==> src/hw/rtl/mjcc_pkg.sv <==
// ----------------------------------------------------------------------------
// mjcc_pkg
// Shared types and constants of the mecanum jog command controller: beat
// payloads, the configuration bundle, register indexes and command codes.
// ----------------------------------------------------------------------------
package mjcc_pkg;

   localparam int CSR_ADDR_WIDTH = 4;
   localparam int CSR_DATA_WIDTH = 32;

   localparam logic [6:0]  SPEED_LIMIT         = 7'd100;
   localparam logic [6:0]  JOG_SPEED_RESET     = 7'd35;
   localparam logic [15:0] JOG_TICKS_RESET     = 16'd450;
   localparam logic [7:0]  OPEN_ANGLE_RESET    = 8'd60;
   localparam logic [7:0]  CLOSED_ANGLE_RESET  = 8'd10;
   localparam logic [7:0]  SERVO_RESET_ANGLE   = 8'd10;

   localparam logic [7:0] CMD_FORWARD   = 8'h66;
   localparam logic [7:0] CMD_BACK      = 8'h62;
   localparam logic [7:0] CMD_LEFT      = 8'h6c;
   localparam logic [7:0] CMD_RIGHT     = 8'h72;
   localparam logic [7:0] CMD_ROT_CCW   = 8'h71;
   localparam logic [7:0] CMD_ROT_CW    = 8'h65;
   localparam logic [7:0] CMD_STOP      = 8'h73;
   localparam logic [7:0] CMD_GRIP_TOG  = 8'h67;
   localparam logic [7:0] CMD_GRIP_OPEN = 8'h6f;
   localparam logic [7:0] CMD_GRIP_CLS  = 8'h63;

   localparam logic ACTION_COMMAND = 1'b0;
   localparam logic ACTION_TICK    = 1'b1;

   typedef enum logic [1:0] {
      REG_JOG_SPEED    = 2'd0,
      REG_JOG_TICKS    = 2'd1,
      REG_OPEN_ANGLE   = 2'd2,
      REG_CLOSED_ANGLE = 2'd3
   } reg_index_type;

   typedef struct packed {
      logic       action;
      logic [7:0] command;
   } req_type;

   typedef struct packed {
      logic signed [7:0] wheel_one;
      logic signed [7:0] wheel_two;
      logic signed [7:0] wheel_three;
      logic signed [7:0] wheel_four;
      logic              motors_written;
      logic [7:0]        servo_angle;
      logic              servo_written;
   } rsp_type;

   typedef struct packed {
      logic [6:0]  jog_speed;
      logic [15:0] jog_ticks;
      logic [7:0]  open_angle;
      logic [7:0]  closed_angle;
   } cfg_type;

endpackage

==> src/hw/rtl/mjcc_csr.sv <==
// ----------------------------------------------------------------------------
// mjcc_csr
// Configuration register file behind the APB-style port: jog speed, jog
// length in ticks and the two gripper servo angles.
// ----------------------------------------------------------------------------
module mjcc_csr import mjcc_pkg::*; (
   input  logic                      clock,
   input  logic                      reset,
   input  logic                      csr_psel,
   input  logic                      csr_penable,
   input  logic                      csr_pwrite,
   input  logic [CSR_ADDR_WIDTH-1:0] csr_paddr,
   input  logic [CSR_DATA_WIDTH-1:0] csr_pwdata,
   output logic [CSR_DATA_WIDTH-1:0] csr_prdata,
   output logic                      csr_pready,
   output cfg_type                   cfg
);

   cfg_type       cfg_ff;
   cfg_type       cfg_in;
   reg_index_type index;
   logic          write_en;

   assign index      = reg_index_type'(csr_paddr[CSR_ADDR_WIDTH-1:2]);
   assign write_en   = csr_psel && csr_penable && csr_pwrite && csr_pready;
   assign csr_pready = 1'b1;
   assign cfg        = cfg_ff;

   always_comb begin
      cfg_in = cfg_ff;
      if (write_en) begin
         unique case (index)
            REG_JOG_SPEED:    cfg_in.jog_speed    = csr_pwdata[6:0];
            REG_JOG_TICKS:    cfg_in.jog_ticks    = csr_pwdata[15:0];
            REG_OPEN_ANGLE:   cfg_in.open_angle   = csr_pwdata[7:0];
            REG_CLOSED_ANGLE: cfg_in.closed_angle = csr_pwdata[7:0];
         endcase
      end
   end

   always_comb begin
      unique case (index)
         REG_JOG_SPEED:    csr_prdata = {25'd0, cfg_ff.jog_speed};
         REG_JOG_TICKS:    csr_prdata = {16'd0, cfg_ff.jog_ticks};
         REG_OPEN_ANGLE:   csr_prdata = {24'd0, cfg_ff.open_angle};
         REG_CLOSED_ANGLE: csr_prdata = {24'd0, cfg_ff.closed_angle};
      endcase
   end

   always_ff @(posedge clock) begin
      if (reset) begin
         cfg_ff.jog_speed    <= JOG_SPEED_RESET;
         cfg_ff.jog_ticks    <= JOG_TICKS_RESET;
         cfg_ff.open_angle   <= OPEN_ANGLE_RESET;
         cfg_ff.closed_angle <= CLOSED_ANGLE_RESET;
      end else begin
         cfg_ff <= cfg_in;
      end
   end

endmodule

==> src/hw/rtl/mjcc_core.sv <==
// ----------------------------------------------------------------------------
// mjcc_core
// Controller state and the single-pass update for one item: command decode,
// wheel mixing with clamping, jog countdown and gripper control.
// ----------------------------------------------------------------------------
module mjcc_core import mjcc_pkg::*; (
   input  logic    clock,
   input  logic    reset,
   input  logic    item_en,
   input  req_type item,
   input  cfg_type cfg,
   output rsp_type result
);

   logic [15:0]      ticks_ff;
   logic [15:0]      ticks_in;
   logic             active_ff;
   logic             active_in;
   logic             open_ff;
   logic             open_in;
   logic [3:0][7:0]  wheel_ff;
   logic [3:0][7:0]  wheel_in;
   logic [7:0]       servo_ff;
   logic [7:0]       servo_in;
   logic             motors_written;
   logic             servo_written;
   logic [6:0]       speed_mag;
   logic [7:0]       pos;
   logic [7:0]       neg;
   logic             jog_start;

   // Only one axis moves per jog, so the rotation scaling never meets a
   // nonzero x or y and each wheel is plus or minus the clamped speed.
   assign speed_mag = (cfg.jog_speed > SPEED_LIMIT) ? SPEED_LIMIT : cfg.jog_speed;
   assign pos       = {1'b0, speed_mag};
   assign neg       = 8'd0 - pos;

   always_comb begin
      ticks_in       = ticks_ff;
      active_in      = active_ff;
      open_in        = open_ff;
      wheel_in       = wheel_ff;
      servo_in       = servo_ff;
      motors_written = 1'b0;
      servo_written  = 1'b0;
      jog_start      = 1'b0;
      if (item.action == ACTION_TICK) begin
         if (active_ff) begin
            if (ticks_ff <= 16'd1) begin
               wheel_in       = '0;
               ticks_in       = '0;
               active_in      = 1'b0;
               motors_written = 1'b1;
            end else begin
               ticks_in = ticks_ff - 16'd1;
            end
         end
      end else begin
         unique case (item.command)
            CMD_FORWARD: begin
               wheel_in  = {pos, pos, pos, pos};
               jog_start = 1'b1;
            end
            CMD_BACK: begin
               wheel_in  = {neg, neg, neg, neg};
               jog_start = 1'b1;
            end
            CMD_LEFT: begin
               wheel_in  = {neg, pos, pos, neg};
               jog_start = 1'b1;
            end
            CMD_RIGHT: begin
               wheel_in  = {pos, neg, neg, pos};
               jog_start = 1'b1;
            end
            CMD_ROT_CCW: begin
               wheel_in  = {neg, pos, neg, pos};
               jog_start = 1'b1;
            end
            CMD_ROT_CW: begin
               wheel_in  = {pos, neg, pos, neg};
               jog_start = 1'b1;
            end
            CMD_STOP: begin
               wheel_in       = '0;
               ticks_in       = '0;
               active_in      = 1'b0;
               motors_written = 1'b1;
            end
            CMD_GRIP_TOG: begin
               open_in       = !open_ff;
               servo_in      = open_ff ? cfg.closed_angle : cfg.open_angle;
               servo_written = 1'b1;
            end
            CMD_GRIP_OPEN: begin
               open_in       = 1'b1;
               servo_in      = cfg.open_angle;
               servo_written = 1'b1;
            end
            CMD_GRIP_CLS: begin
               open_in       = 1'b0;
               servo_in      = cfg.closed_angle;
               servo_written = 1'b1;
            end
            default: ;
         endcase
         if (jog_start) begin
            ticks_in       = cfg.jog_ticks;
            active_in      = 1'b1;
            motors_written = 1'b1;
         end
      end
   end

   always_comb begin
      result.wheel_one      = wheel_in[0];
      result.wheel_two      = wheel_in[1];
      result.wheel_three    = wheel_in[2];
      result.wheel_four     = wheel_in[3];
      result.motors_written = motors_written;
      result.servo_angle    = servo_in;
      result.servo_written  = servo_written;
   end

   always_ff @(posedge clock) begin
      if (reset) begin
         ticks_ff  <= '0;
         active_ff <= 1'b0;
         open_ff   <= 1'b0;
         wheel_ff  <= '0;
         servo_ff  <= SERVO_RESET_ANGLE;
      end else if (item_en) begin
         ticks_ff  <= ticks_in;
         active_ff <= active_in;
         open_ff   <= open_in;
         wheel_ff  <= wheel_in;
         servo_ff  <= servo_in;
      end
   end

endmodule

==> src/hw/rtl/mecanum_jog_command_controller_top.sv <==
// ----------------------------------------------------------------------------
// mecanum_jog_command_controller_top
// A taken request is held in the input register and its result is then held
// in the result register. Throughput: one item per cycle while rsp_stall is
// low; the two registers form a two-deep pipeline, so one more item is taken
// while a result waits. Reset is synchronous: wheels zero, no jog timed,
// gripper closed at ten degrees, registers reset, both pipeline stages empty.
// ----------------------------------------------------------------------------
module mecanum_jog_command_controller_top import mjcc_pkg::*; (
   input  logic                      clock,
   input  logic                      reset,
   input  logic                      req_valid,
   output logic                      req_stall,
   input  req_type                   req_data,
   output logic                      rsp_valid,
   input  logic                      rsp_stall,
   output rsp_type                   rsp_data,
   input  logic                      csr_psel,
   input  logic                      csr_penable,
   input  logic                      csr_pwrite,
   input  logic [CSR_ADDR_WIDTH-1:0] csr_paddr,
   input  logic [CSR_DATA_WIDTH-1:0] csr_pwdata,
   output logic [CSR_DATA_WIDTH-1:0] csr_prdata,
   output logic                      csr_pready
);

   cfg_type cfg;
   logic    stage_valid_ff;
   logic    stage_valid_in;
   req_type stage_data_ff;
   logic    rsp_valid_ff;
   logic    rsp_valid_in;
   rsp_type rsp_data_ff;
   rsp_type result;
   logic    advance;
   logic    accept;

   mjcc_csr u_csr (
      .clock       (clock),
      .reset       (reset),
      .csr_psel    (csr_psel),
      .csr_penable (csr_penable),
      .csr_pwrite  (csr_pwrite),
      .csr_paddr   (csr_paddr),
      .csr_pwdata  (csr_pwdata),
      .csr_prdata  (csr_prdata),
      .csr_pready  (csr_pready),
      .cfg         (cfg)
   );

   mjcc_core u_core (
      .clock   (clock),
      .reset   (reset),
      .item_en (advance),
      .item    (stage_data_ff),
      .cfg     (cfg),
      .result  (result)
   );

   assign advance   = stage_valid_ff && (!rsp_valid_ff || !rsp_stall);
   assign req_stall = stage_valid_ff && !advance;
   assign accept    = req_valid && !req_stall;
   assign rsp_valid = rsp_valid_ff;
   assign rsp_data  = rsp_data_ff;

   always_comb begin
      stage_valid_in = stage_valid_ff;
      if (accept) begin
         stage_valid_in = 1'b1;
      end else if (advance) begin
         stage_valid_in = 1'b0;
      end
      rsp_valid_in = rsp_valid_ff;
      if (advance) begin
         rsp_valid_in = 1'b1;
      end else if (rsp_valid_ff && !rsp_stall) begin
         rsp_valid_in = 1'b0;
      end
   end

   always_ff @(posedge clock) begin
      if (reset) begin
         stage_valid_ff <= 1'b0;
         rsp_valid_ff   <= 1'b0;
      end else begin
         stage_valid_ff <= stage_valid_in;
         rsp_valid_ff   <= rsp_valid_in;
      end
   end

   always_ff @(posedge clock) begin
      if (accept) begin
         stage_data_ff <= req_data;
      end
      if (advance) begin
         rsp_data_ff <= result;
      end
   end

endmodule

==> config.mk <==
export PLATFORM = sky130hd
export DESIGN_NAME = mecanum_jog_command_controller_top
export DESIGN_NICKNAME = d
export VERILOG_FILES = /design/src/hw/rtl/mjcc_pkg.sv /design/src/hw/rtl/mjcc_csr.sv /design/src/hw/rtl/mjcc_core.sv /design/src/hw/rtl/mecanum_jog_command_controller_top.sv
export SDC_FILE = /design/constraint.sdc
export NUM_CORES = 1
export LEC_CHECK = 0
export ABC_AREA = 1
export BUFFER_PORTS_ARGS = -buffer_cell sky130_fd_sc_hd__buf_2
export CAP_MARGIN = 10
export CORE_UTILIZATION = 55
export DETAILED_ROUTE_END_ITERATION = 6
export PLACE_DENSITY_LB_ADDON = 0.2
export SYNTH_ARGS = -nofsm -noshare
export SYNTH_HDL_FRONTEND = slang
export SYNTH_SLANG_ARGS = --single-unit
==> constraint.sdc <==
create_clock -name clock -period 3 [get_ports clock]
set_input_delay 0.45 -clock clock [delete_from_list [all_inputs] [get_ports clock]]
set_output_delay 0.45 -clock clock [all_outputs]
set_load 0.02 [all_outputs]
==> impl_metrics.tcl <==
set metrics [dict create \
    cp_slowest_stage_delay_ns 0.47 \
    fillers 1213 \
    yosys.area.top_type_share_pct 26.0 \
    routed_wl_mm 17.7 \
    io_buffers 93 \
    post-synth-top-count-cell "nand2_1" \
    slew_violations 0 \
    setup_viol_count_final 0 \
    synth_edf_count 51 \
    layout-drive-gt1-share_pct 15.4 \
    dieArea_sq_mm 0.0143 \
    synth_top_area_cell "dfxtp_1" \
    synth_area_leaders "dfxtp_1 26%, edfxtp_1 20%, nand2_1 11%" \
    synth_cells 1022 \
    hpwl_mm 12.2 \
    die_w_um 120 \
    busiest_layer "met2" \
    cts_tree "yes" \
    cp-start-kind "flip-flop" \
    rsz0062_at_grt "no" \
    netlist_area_sq_mm 0.00762 \
    leakagePower_nw 4.09 \
    cp.required_ns 3.18 \
    synth_common_cells "226 x nand2_1, 155 x nor2_1, 115 x inv_1, 99 x dfxtp_1, 78 x o21ai_0" \
    finalCritPeriodShare_pct 85.1 \
    hold_viol 0 \
    cp_max_fo 8 \
    synth_ff_type "dfxtp_1" \
    ys_seq_elements 150 \
    finalSetupTns_ns 0 \
    die_height_um 120 \
    yosysWarnings 0 \
    dr.pass1.iters 7 \
    cts_max_path_buffers 2 \
    cts_sinks 150 \
    drt-initial-drc-count 617 \
    worst_pin_slew_ns 0.884 \
    overflow 0 \
    slew_headroom_pct 40.3 \
    num_antenna_cells 0 \
    syn2layout_area_growth_pct 13.9 \
    drc 2 \
    crit_chain "nand2_1, inv_1, nand2_1, inv_2, nand2_2, inv_1, nor2_2, inv_1, ha_1, inv_1, nor2_1, nand3_1, nand3_1, o21ai_0, o21ai_1, nand2_1" \
    cts-buffers-inserted 17 \
    grt_pass1_vias 6187 \
    cts_resized 0 \
    floorplan.io_pins 129 \
    crit_slowest_cell "dfxtp_1" \
    start_util_pct 56.8 \
    viasPerCell 5.20 \
    gr-usage-met3_pct 5.32 \
    cts_root_buf "clkbuf_16" \
    grt_use_met2_pct 41.0 \
    ctsHtreeMaxLevel 4 \
    setup_ws_ns 0.447 \
    synth_area_per_cell_sq_um 7.45 \
    antenna_found_initial 0 \
    failed_checks "DRC" \
    clock-skew-final_ns 0.00909 \
    drv_cap 0 \
    clk_latency_ns 0.43 \
    ctsHoldBuffers 0 \
    core_sq_mm 0.0134 \
    final_nets 1163 \
    crit_type "reg -> reg" \
    placementRows 42 \
    ant_nets 0 \
    ir_drop_mv 0.408 \
    ys_seq_area_share_pct 46.1 \
    max_freq_mhz 392 \
    synthArstFlopShare_pct 0 \
    cp-end-kind "flip-flop" \
    synth.distinct_cells 44 \
    grt_max_degree 84 \
    hold_class "in -> reg" \
    place_congestion 0.941 \
    cpMostUsedCell "inv_1" \
    crit_arrival_ns 2.74 \
    post-place-ws_ns 0.478 \
    power.density_mw_per_mm2 548 \
    cts_setup_buffers 0 \
    grtUsageTotal_pct 26.3 \
    path_clk_slew_ns 0.06 \
    avgRoutedWirePerCell_um 13.7 \
    status "finished, violations left" \
    grt_pass1_wl_mm 29.8 \
    period_needed_ns 2.55 \
    grt_util_met1_pct 36.0 \
    vias 6746 \
]
## state kept, by name, indices dropped and copies added (netlist names)
| name | cells |
|---|---|
| u_core.open_ff | 1 |
| u_csr.cfg | 39 |
| u_core.ticks_ff | 16 |
| stage_valid_ff | 1 |
| u_core.active_ff | 1 |
| u_core.wheel_ff | 32 |
| rsp_valid | 1 |
| stage_data_ff | 9 |
| u_core.servo_ff | 8 |
| rsp_data | 42 |
## metrics by stage
stage	instance area [sq um]	instances	util [%]	power, W	hold WS, ns
after floorplan	7670	1037	-	0.00270	0.436
after global placement	8140	1265	60.8	0.00283	0.451
after detailed placement	8140	1265	60.8	0.00283	0.458
after CTS	8680	1297	64.8	0.00477	0.187
after global routing	8680	1297	64.8	0.00495	0.182
final	8680	1297	64.8	0.00475	0.194
## report_power, final
group | internal, W | switching [W] | leakage, nW | total, W
Clock | 0.00110 | 0.000853 | 0.263 | 0.00196
Sequential | 0.00219 | 0.0000426 | 1.30 | 0.00224
Combinational | 0.000180 | 0.000383 | 2.53 | 0.000563
Total | 0.00348 | 0.00128 | 4.09 | 0.00475
## layout by cell type (no fill, tap or decap), drive strengths merged
cell type	n
ha	3
buf	100
nand3	70
xor2	8
nand3b	1
dfxtp	99
a22o	5
nor4b	1
inv	127
o22ai	15
nand2	238
o31ai	1
edfxtp	51
a211oi	1
a22oi	1
o221ai	1
nor2	169
clkinv	10
xnor2	2
conb	17
o2111ai	7
nand4	6
o21bai	7
o211ai	8
o32ai	1
a31oi	4
o21ai	102
a21oi	33
clkinvlp	2
clkbuf	21
o21a	4
nor3	6
## metal layers
layer	vias up	wire (um)	part of all wire, %
li1	3471	-	-
met1	3047	8500	48
met2	203	8020	45
met3	25	890	5.0
met4	0	298	1.7
met5	-	0	0
## cell type report
type                    count  area, sq um  share of cell area (%)
clock buffers              21          462                    5.32
clock inverters            11         73.8                   0.851
inverters                 128          480                    5.54
multi-input cells         711         3400                    39.1
flip-flops and latches    150         3510                    40.5
well taps                 176          220                    2.54
repair buffers            100          531                    6.11
## critical path, delay by kind of cell, from the launching register on
kind	cells	cell delay (ns)
AND/OR/NAND/NOR	8	0.89
flip-flops	1	0.47
buffers and inverters	5	0.39
AO/OA/AOI/OAI	2	0.35
adder cells (fa/ha/maj)	1	0.22
## final timing paths
path                        from                   to  slack, ns  depth (start not counted)
max                u_csr.cfg[38]         rsp_data[14]       0.45                         16
min                  req_data[3]     stage_data_ff[3]       0.19                          1
max reg2reg        u_csr.cfg[38]         rsp_data[14]       0.45                         16
min reg2reg  u_core.wheel_ff[24]  u_core.wheel_ff[24]       0.47                          2
## kinds of logic (layout without fill, tap and decap cells)
logic type	count (synthesis)	in the layout	share of synthesized area, %
buffers and inverters	176	260	10.1
adders and majority gates	3	3	0.493
AOI/OAI and AO/OA	190	190	14.4
DFF	150	150	46.1
xor gates and xnor gates	10	10	1.15
other	2	17	0.0986
and+or+nand+nor	491	491	27.6
(Power assumes the default switching activity.)
